===== src/sv/assert_macros.svh =====
// ----------------------------------------------------------------------------
// assert_macros.svh
// Shared concurrent assertion macros for the record loader RTL.
// ----------------------------------------------------------------------------
`ifndef ASSERT_MACROS_SVH
`define ASSERT_MACROS_SVH

// Property must hold at every clock edge outside reset.
`define ASSERT_CLK(lbl, clk, rst_n, prop, msg) \
  lbl: assert property (@(posedge clk) disable iff (!rst_n) (prop)) else $error(msg);

// Condition must never be true at a clock edge outside reset.
`define ASSERT_NEVER(lbl, clk, rst_n, cond, msg) \
  lbl: assert property (@(posedge clk) disable iff (!rst_n) !(cond)) else $error(msg);

`endif


===== src/sv/hexl_pkg.sv =====
// ----------------------------------------------------------------------------
// hexl_pkg
// Types and constants shared by the hex record loader modules.
// ----------------------------------------------------------------------------
package hexl_pkg;

  localparam int unsigned PosW = 10;
  localparam logic [PosW-1:0] POS_MAX = 10'd1023;

  localparam logic [7:0] CH_COLON = 8'h3A;
  localparam logic [7:0] REC_DATA = 8'h00;
  localparam logic [7:0] REC_END  = 8'h01;

  localparam logic KIND_DATA    = 1'b0;
  localparam logic KIND_VERDICT = 1'b1;

  typedef enum logic [2:0] {
    ST_OK       = 3'd0,
    ST_END      = 3'd1,
    ST_BAD_SUM  = 3'd2,
    ST_BAD_FMT  = 3'd3,
    ST_BAD_TYPE = 3'd4
  } status_e;

  typedef struct packed {
    logic       is_space;
    logic       is_colon;
    logic       is_hex;
    logic [3:0] nibble;
  } char_class_t;

  typedef struct packed {
    logic        kind;
    logic [15:0] address;
    logic [7:0]  data_byte;
    status_e     status;
  } result_t;

endpackage


===== src/sv/hexl_char_class.sv =====
// ----------------------------------------------------------------------------
// hexl_char_class
// Classifies one ASCII character: whitespace, colon, hex digit and its value.
// ----------------------------------------------------------------------------
module hexl_char_class import hexl_pkg::*; (
  input  logic [7:0]  ch_i,
  output char_class_t cls_o
);

  always_comb begin
    cls_o.is_space = ((ch_i >= 8'd9) && (ch_i <= 8'd13)) || (ch_i == 8'd32);
    cls_o.is_colon = (ch_i == CH_COLON);
    cls_o.is_hex   = 1'b1;
    cls_o.nibble   = 4'd0;
    if ((ch_i >= 8'h30) && (ch_i <= 8'h39)) begin
      cls_o.nibble = ch_i[3:0];
    end else if (((ch_i >= 8'h61) && (ch_i <= 8'h66)) ||
                 ((ch_i >= 8'h41) && (ch_i <= 8'h46))) begin
      // 'a'..'f' and 'A'..'F' share the low three bits: 1..6
      cls_o.nibble = 4'(ch_i[2:0]) + 4'd9;
    end else begin
      cls_o.is_hex = 1'b0;
    end
  end

endmodule


===== src/sv/hexl_parser.sv =====
// ----------------------------------------------------------------------------
// hexl_parser
// Record state machine: token position, header fields, checksum and the
// result produced by each accepted character.
// ----------------------------------------------------------------------------
`include "assert_macros.svh"

module hexl_parser import hexl_pkg::*; (
  input  logic        clk_i,
  input  logic        rst_ni,
  input  logic        en_i,
  input  char_class_t cls_i,
  output logic        res_valid_o,
  output result_t     res_o
);

  logic [PosW-1:0] pos_q, pos_d;
  logic [7:0]      len_q, len_d;
  logic [15:0]     addr_q, addr_d;
  logic [7:0]      rtype_q, rtype_d;
  logic [7:0]      sum_q, sum_d;
  logic [3:0]      nib_q, nib_d;
  logic            fmt_q, fmt_d;
  logic            done_q, done_d;

  logic [PosW-1:0] exp_len;
  logic [PosW-1:0] last_hi;
  logic [8:0]      bidx;
  logic [8:0]      blim;
  logic [7:0]      byte_val;

  assign exp_len  = 10'd11 + {1'b0, len_q, 1'b0};
  assign last_hi  = 10'd10 + {1'b0, len_q, 1'b0};
  assign bidx     = pos_q[PosW-1:1] - 9'd1;
  assign blim     = {1'b0, len_q} + 9'd4;
  assign byte_val = {nib_q, cls_i.nibble};

  always_comb begin
    pos_d       = pos_q;
    len_d       = len_q;
    addr_d      = addr_q;
    rtype_d     = rtype_q;
    sum_d       = sum_q;
    nib_d       = nib_q;
    fmt_d       = fmt_q;
    done_d      = done_q;
    res_valid_o = 1'b0;
    res_o       = '{kind: KIND_VERDICT, address: addr_q, data_byte: len_q, status: ST_OK};

    if (!done_q) begin
      if (cls_i.is_space) begin
        if (pos_q != '0) begin
          res_valid_o = 1'b1;
          pos_d       = '0;
          if (fmt_q || (pos_q != exp_len)) begin
            res_o.status = ST_BAD_FMT;
          end else if (sum_q != 8'd0) begin
            res_o.status = ST_BAD_SUM;
          end else if (rtype_q == REC_DATA) begin
            res_o.status = ST_OK;
          end else if (rtype_q == REC_END) begin
            res_o.status = ST_END;
            done_d       = 1'b1;
          end else begin
            res_o.status = ST_BAD_TYPE;
          end
        end
      end else if (pos_q == '0) begin
        // first character of a token
        len_d   = '0;
        addr_d  = '0;
        rtype_d = '0;
        sum_d   = '0;
        nib_d   = '0;
        fmt_d   = !cls_i.is_colon;
        pos_d   = 10'd1;
      end else begin
        if (pos_q != POS_MAX) pos_d = pos_q + 10'd1;
        if (!fmt_q) begin
          if (!cls_i.is_hex) begin
            fmt_d = 1'b1;
          end else if (pos_q[0]) begin
            nib_d = cls_i.nibble;
            if ((pos_q >= 10'd3) && (pos_q > last_hi)) fmt_d = 1'b1;
          end else if ((bidx >= 9'd4) && (bidx > blim)) begin
            fmt_d = 1'b1;
          end else begin
            sum_d = sum_q + byte_val;
            case (bidx)
              9'd0: len_d = byte_val;
              9'd1: addr_d = {byte_val, 8'd0};
              9'd2: addr_d = {addr_q[15:8], byte_val};
              9'd3: rtype_d = byte_val;
              default: begin
                if (bidx < blim) begin
                  res_valid_o = 1'b1;
                  res_o = '{kind: KIND_DATA,
                            address: addr_q + 16'(bidx - 9'd4),
                            data_byte: byte_val,
                            status: ST_OK};
                end
              end
            endcase
          end
        end
      end
    end
  end

  always_ff @(posedge clk_i or negedge rst_ni) begin
    if (!rst_ni) begin
      pos_q   <= '0;
      len_q   <= '0;
      addr_q  <= '0;
      rtype_q <= '0;
      sum_q   <= '0;
      nib_q   <= '0;
      fmt_q   <= 1'b0;
      done_q  <= 1'b0;
    end else if (en_i) begin
      pos_q   <= pos_d;
      len_q   <= len_d;
      addr_q  <= addr_d;
      rtype_q <= rtype_d;
      sum_q   <= sum_d;
      nib_q   <= nib_d;
      fmt_q   <= fmt_d;
      done_q  <= done_d;
    end
  end

  `ASSERT_CLK(a_done_sticky, clk_i, rst_ni, done_q |=> done_q, "end state left")
  `ASSERT_CLK(a_done_quiet, clk_i, rst_ni, done_q |-> !res_valid_o, "result after end record")
  `ASSERT_CLK(a_end_sets_done, clk_i, rst_ni,
    (en_i && res_valid_o && (res_o.kind == KIND_VERDICT) && (res_o.status == ST_END)) |=> done_q,
    "end verdict did not stop loading")

endmodule


===== src/sv/intel_hex_record_loader.sv =====
// ----------------------------------------------------------------------------
// intel_hex_record_loader
// Parses Intel HEX text, one character per transfer, into data bytes with
// addresses and one verdict per record.
// A result is registered on the transfer of the character that causes it.
// Throughput: 1 character per cycle; input stalls only while a result waits.
// Reset: asynchronous, active low; clears token state and the end flag.
// ----------------------------------------------------------------------------
`include "assert_macros.svh"

module intel_hex_record_loader import hexl_pkg::*; (
  input  logic        clk_i,
  input  logic        rst_ni,
  input  logic        ch_valid_i,
  output logic        ch_ready_o,
  input  logic [7:0]  ch_i,
  output logic        out_valid_o,
  input  logic        out_ready_i,
  output logic        kind_o,
  output logic [15:0] address_o,
  output logic [7:0]  data_byte_o,
  output logic [2:0]  status_o
);

  char_class_t cls;
  logic        in_fire;
  logic        res_valid;
  result_t     res;
  logic        out_valid_q;
  result_t     out_q;

  assign ch_ready_o = !out_valid_q || out_ready_i;
  assign in_fire    = ch_valid_i && ch_ready_o;

  hexl_char_class u_class (
    .ch_i  (ch_i),
    .cls_o (cls)
  );

  hexl_parser u_parser (
    .clk_i       (clk_i),
    .rst_ni      (rst_ni),
    .en_i        (in_fire),
    .cls_i       (cls),
    .res_valid_o (res_valid),
    .res_o       (res)
  );

  always_ff @(posedge clk_i or negedge rst_ni) begin
    if (!rst_ni) begin
      out_valid_q <= 1'b0;
    end else if (in_fire) begin
      out_valid_q <= res_valid;
    end else if (out_ready_i) begin
      out_valid_q <= 1'b0;
    end
  end

  always_ff @(posedge clk_i) begin
    if (in_fire && res_valid) begin
      out_q <= res;
    end
  end

  assign out_valid_o = out_valid_q;
  assign kind_o      = out_q.kind;
  assign address_o   = out_q.address;
  assign data_byte_o = out_q.data_byte;
  assign status_o    = out_q.status;

  `ASSERT_NEVER(a_no_take_when_full, clk_i, rst_ni,
    out_valid_q && !out_ready_i && in_fire, "transfer accepted over a held result")
  `ASSERT_CLK(a_data_status_ok, clk_i, rst_ni,
    (out_valid_q && (out_q.kind == KIND_DATA)) |-> (out_q.status == ST_OK),
    "data byte with nonzero status")

endmodule


===== config.mk =====
export PLATFORM = sky130hd
export DESIGN_NAME = intel_hex_record_loader
export DESIGN_NICKNAME = d
export VERILOG_FILES = /design/src/sv/hexl_pkg.sv /design/src/sv/hexl_char_class.sv /design/src/sv/hexl_parser.sv /design/src/sv/intel_hex_record_loader.sv
export VERILOG_INCLUDE_DIRS = /design/src /design/src/sv
export SDC_FILE = /design/constraint.sdc
export NUM_CORES = 1
export LEC_CHECK = 0
export CORE_ASPECT_RATIO = 1.25
export CORE_UTILIZATION = 40
export CTS_CLUSTER_SIZE = 8
export DETAILED_ROUTE_END_ITERATION = 10
export DONT_BUFFER_PORTS = 1
export REMOVE_ABC_BUFFERS = 1
export SYNTH_ARGS = -nofsm -noshare
export SYNTH_HDL_FRONTEND = slang
export SYNTH_HIERARCHICAL = 1
export SYNTH_SLANG_ARGS = --single-unit

===== constraint.sdc =====
create_clock -name clk_i -period 6.92 [get_ports clk_i]
set_clock_uncertainty 0.05 [all_clocks]
set_input_delay 1.384 -clock clk_i [delete_from_list [all_inputs] [get_ports clk_i]]
set_output_delay 1.384 -clock clk_i [all_outputs]
set_load 0.01 [all_outputs]

---- Yosys cells after proc, flatten, opt, wreduce, memory -nomap -nowiden ----
Cells that the tools add are included.
operators by class
  add/subtract/negate cells ............... 9
  muxes and demuxes ....................... 75
  reductions and logical operators ........ 37
  magnitude comparators ................... 13
  equal/unequal tests ..................... 13
  bitwise gates (word level) .............. 3
operators by type and width
  cell                   number
  $mux 27                7
  $mux 8                 17
  $mux 16                5
  $mux 10                4
  $pmux 16 s2            1
  $mux 28                1
  $mux 1                 27
  $mux 24                1
  $mux 4                 6
  $reduce_and 8->1       3
  $add 4x9->10 const A   2
  $eq 9x2->1 const B     2
  $mux 3                 6
  $add 16x16->16         1
  $eq 8x6->1 const B     2
  $ge 8x7->1 const B     2
  $le 8x7->1 const B     2
  $reduce_bool 2->1      6
  $reduce_or 11->1       1
  $add 10x1->10 const B  1
  $ge 10x2->1 const B    1
  $gt 10x10->1           1
  $logic_not 10->1       1
  $ne 10x10->1           1
  other kinds (32)       49
word-level totals
  register bits after elaboration ......... 85
  bits of input ports ..................... 12
  output and inout bits ................... 30
  word-level logic and storage cells ...... 164

---- Longest topological paths before layout ----
  depth in word-level cells ............... 14
  depth in mapped cells ................... 18

---- By module ----
Netlist, hierarchy kept.
by module, submodules not included
  module                   seq. area each (µm²)  cells an instance  area an instance (µm²)  instances
  hexl_parser              1,401.3               564                4,868.4                 1
  intel_hex_record_loader  865.8                 34                 909.6                   1
  hexl_char_class          0.0                   34                 254.0                   1

---- Least setup slack after synthesis ----
Ideal clock, no wire load.
  path kind ............................... flip-flop to flip-flop
  from .................................... register u_parser.pos_q[1]
  to ...................................... register out_q, in the netlist address_o[0], enable pin
  cell stages (with the launch flop) ...... 16
  period minus slack after synthesis ...... 4.291 ns
  arrival ................................. 3.865 ns
  buffers on the path ..................... 2
  path slack .............................. 2.629 ns
  path through ............................ dfrtp_1 > inv_1 > ha_1 > or3b_1 > buf_2 > o31a_1 > or2_0 > clkbuf_2 > ha_1 > a22o_1 > o41ai_1 > nand2_1 > a311oi_2 > o21a_1 > nand2_1 > nor2b_4
between the ends
  longest elaborated chain between the ends .. 12
  elaborated cells between the ends (all ways) .. 23
ends and longest elaborated chain
  element                                    RTL line                       source
  start: declaration                         hexl_parser.sv:17              logic [PosW-1:0] pos_q, pos_d;
  start signal: assignment                   hexl_parser.sv:121             pos_q <= pos_d;
  $sub 9x1->9                                hexl_parser.sv:34              assign bidx = pos_q[PosW-1:1] - 9'd1;
  $lt 9x9->1 (tied with other cells)         hexl_parser.sv:95              if (bidx < blim) begin
  $mux 1 or $reduce_or 4->1 (tied branches)  --
  $mux 1                                     hexl_parser.sv:89              case (bidx)
  $mux 1                                     hexl_parser.sv:85              end else if ((bidx >= 9'd4) && (bidx > blim)) begin
  $mux 1                                     hexl_parser.sv:82              end else if (pos_q[0]) begin
  $mux 1                                     hexl_parser.sv:80              if (!cls_i.is_hex) begin
  $mux 1                                     hexl_parser.sv:79              if (!fmt_q) begin
  $mux 1                                     hexl_parser.sv:68              end else if (pos_q == '0) begin
  $mux 1 *                                   hexl_parser.sv:51              if (cls_i.is_space) begin
  $mux 1 *                                   hexl_parser.sv:50              if (!done_q) begin
  via res_valid                              intel_hex_record_loader.sv:27  logic res_valid;
  $logic_and 1x1->1 *                        intel_hex_record_loader.sv:60  if (in_fire && res_valid) begin
  end signal: assignment                     intel_hex_record_loader.sv:61  out_q <= res;
  end: declaration                           intel_hex_record_loader.sv:30  result_t out_q;
The timed path passes the listed nets; every way through them passes the cells marked *.
A chain may end at the register's enable or synchronous reset.

---- Final worst setup path ----
  from .................................... register u_parser.pos_q[1]
  to ...................................... register u_parser.rtype_q[2]
between the ends
  longest elaborated chain between the ends .. 5
  elaborated cells between the ends (all ways) .. 13
ends and longest elaborated chain
  element                                   RTL line            source
  $sub 9x1->9                               hexl_parser.sv:34
  $ge 9x3->1 or $gt 9x9->1 (tied branches)  hexl_parser.sv:85
  $logic_and 1x1->1                         hexl_parser.sv:85
  $ne 2x1->1 (no line)                      --
  $reduce_and 8->1 (no line)                --
  end signal: assignment                    hexl_parser.sv:124  rtype_q <= rtype_d;
  end: declaration                          hexl_parser.sv:20   logic [7:0] rtype_q, rtype_d;
Parallel ways exist; a longest one is shown, timed or not.

==> metrics.txt <==
status finished with violations; failing checks DRC; router iterations before antenna repair 8; fmax 0.198 GHz; WL per Instance ~18 um; critical path fanouts, max 22; YS warnings 6; P_sw 889 uW; hold_buf cts 0; Worst Tran Pin Value 1080 ps; most frequent cells in the layout nand2_1, ha_1, dfrtp_1; CTS tree built; Worst-path clk slew approximately 70 ps; # rows 49; Sink Count 85; share of the synthesized area in the top cell type a little under a quarter; clock share of power 23.5%; Tmin final just over 5000 ps; worst-skew pair later-pin latency 350 ps; Non-Filler Instances ~800; crit-path cells inv_1 > ha_1 > or3b_1 > o31a_1 > or2_0 > ha_1 > a22o_1 > o41ai_1 > a211oi_1 > a21boi_2 > nand2_1 > a22o_1; maximum vdd drop about 0.12 mV; final instance area 6420 um^2; Mapped Cells 632; DP HPWL roughly 11000 um; CTS-repair resized insts 0; Setup Viol. Count Final 0; CP startpoint kind flop; PnR worst setup slack 1860 ps; setup_tns 0 ps; largest net degree at the start of global routing 58; sw frac between 40% and 50%; die area 15600 um^2; Post-synth EDFFs 28; Core Region between 10000 and 15000 um^2; gr ovfl total 0; multi-input logic area between 3000 and 4000 um^2; RSZ-0062 raised after global routing false; Placer Congestion 0.907; CTS Buffer Depth 2; Yosys top cell by area dfrtp_1; Placed Cells approximately 780; Hold Worst Slack 431 ps; port bufs 0; Pins Over Slew Limit 0; drt initial violations between 300 and 400; reg2reg end u_parser/rtype_q[2]; detailed-route via count 4718; Die Width 112 um; Register Area about 2300 um^2; Synth Cell Area between 6000 and 7000 um^2; sequential share of the synthesized area a little under two fifths; Post-CTS Setup Inserts 0; number of global-route vias before repair 4744; final-stage net count 688; Initial Util roughly two fifths; antenna violations before repair 0; routed wire length 14600 um; DIE HEIGHT around 140 um; Internal Power between 1 and 1.5 mW; Hold Fails Final Rpt 0; CTS H-tree depth 3; hold crit path type flop to flop; crit path kind flop to flop; asr flop ratio synth 67.1%; placed cell areas 6120 um^2; Tot Pwr 2.12 mW; Root Buffer clkbuf_16; Worst EP required 7100 ps; number of buffers created by CTS 9; Min-Delay Path Depth 1; hold_sp u_parser/sum_q[7]; first-pass GRT wire length 24300 um; top post-synthesis cells by area dfrtp_1, edfxtp_1, ha_1; number of remaining DRC errors 8; Comb pwr share 46.5%; Max-Cap Viols 0; Final Util 44.2%; DP Worst Slack around 1900 ps; Arr. time, crit path roughly 5200 ps; Total GRT Usage 20.1%; Static Leakage 2.81 nW; Hold Crit Endpoint u_parser/sum_q[7]; synth unique cells 76; Routed Antenna Nets 0; synthesized area per cell 9.54 um^2; Slowest cell on crit path a21boi_2; crit path capture type flop; R2R Setup Slk 1860 ps; fillers 1360; r2r startpoint u_parser/pos_q[1]; Seq pwr share 30.0%; #FFs+latches synth 85; Final Cycle Share 73.1%; n_diodes 0; Power Density about 330 nW/um^2; Vias/cell 5.90; Area Growth Syn to Fin 6.47%; reg2reg path depth 12; prevailing post-synth register cell dfrtp_1; Relative slew margins 27.8%; most common cell after layout, fill and taps aside nand2_1; IO Pins 42; share of layout cells above drive strength 1 under 10%; Slowest Stage Delay on Critical Path 830 ps
## power groups by stage
stage | Clock (mW) | Sequential (mW) | Combinational, mW
2_1_floorplan | 0 | 0.617 | 0.761
3_3_place_gp | 0 | 0.641 | 0.964
3_5_place_dp | 0 | 0.644 | 0.979
4_1_cts | 0.513 | 0.634 | 0.985
5_1_grt | 0.529 | 0.644 | 1.11
6_report | 0.498 | 0.635 | 0.987
## worst max path at each step
stage	startpoint	endpoint	slack (ps)	cells after the start
finish	u_parser/pos_q[1]	u_parser/rtype_q[2]	1860	12
floorplan	u_parser/pos_q[1]	address_o[0]	2630	13
CTS	u_parser/pos_q[1]	address_o[7]	1900	14
detailed placement	u_parser/pos_q[1]	data_byte_o[5]	1930	14
global placement	u_parser/pos_q[1]	data_byte_o[4]	2020	14
global route	u_parser/pos_q[1]	data_byte_o[5]	1560	14
## cells in the mapped netlist, types with 4 or more instances
cell type	n
nand2_1	70
ha_1	58
dfrtp_1	57
nor2_1	37
o21ai_0	31
inv_1	30
edfxtp_1	28
a22o_1	27
a21oi_1	26
nand3_1	24
xor2_1	24
xnor2_1	22
clkbuf_1	14
nor3_1	13
a21o_1	10
nand2b_1	10
o21ai_2	10
a211oi_1	8
and3_1	8
buf_2	8
nand4_1	7
nor4_1	7
o21a_1	7
o21ai_1	7
nor2b_1	6
a32o_1	4
buf_6	4
o2bb2ai_1	4
or4_1	4
## critical path: cells and delay by family, from the launching register on
family / cells / cell delay, ps
flip-flops: 1 / 500
AO/OA/AOI/OAI: 6 / 2190
adder cells (fa/ha/maj): 2 / 720
AND/OR/NAND/NOR: 3 / 1260
buffers and inverters: 1 / 220
## per-layer routing
metal,track usage (%),up-vias,wire (um)
met5,0,-,0
met4,10.8,0,535
met3,3.09,33,751
met2,34.7,163,7210
met1,23.9,2261,6130
li1,-,2261,-
## layout make-up
type / instances / area share (%)
Multi-Input combinational cell: 485 / 54.3
Sequential cell: 85 / 35.3
Clock buffer: 10 / 3.57
Tap cell: 178 / 3.47
Inverter: 31 / 1.81
Clock inverter: 6 / 1.11
Timing Repair Buffer: 4 / 0.468
## cells by family (layout without fill, tap and decap cells)
| group | count (synthesis) | in the layout | synth area share (%) |
|---|---|---|---|
| flops | 85 | 85 | 37.6 |
| mux | 3 | 3 | 0.539 |
| buf+inv | 62 | 51 | 4.63 |
| compound gates | 159 | 159 | 18.9 |
| simple gates | 217 | 217 | 19.0 |
| fa+ha+maj | 60 | 60 | 12.7 |
| xor+xnor | 46 | 46 | 6.68 |
## sequential cells by signal, summed over array words and instances (netlist names), 3 cells and up
signal            cells
u_parser/addr_q      16
u_parser/nib_q        4
u_parser/pos_q       10
u_parser/rtype_q      8
address_o            16
u_parser/len_q        8
status_o              3
data_byte_o           8
u_parser/sum_q        8
Power figures use the tool's default switching activity.
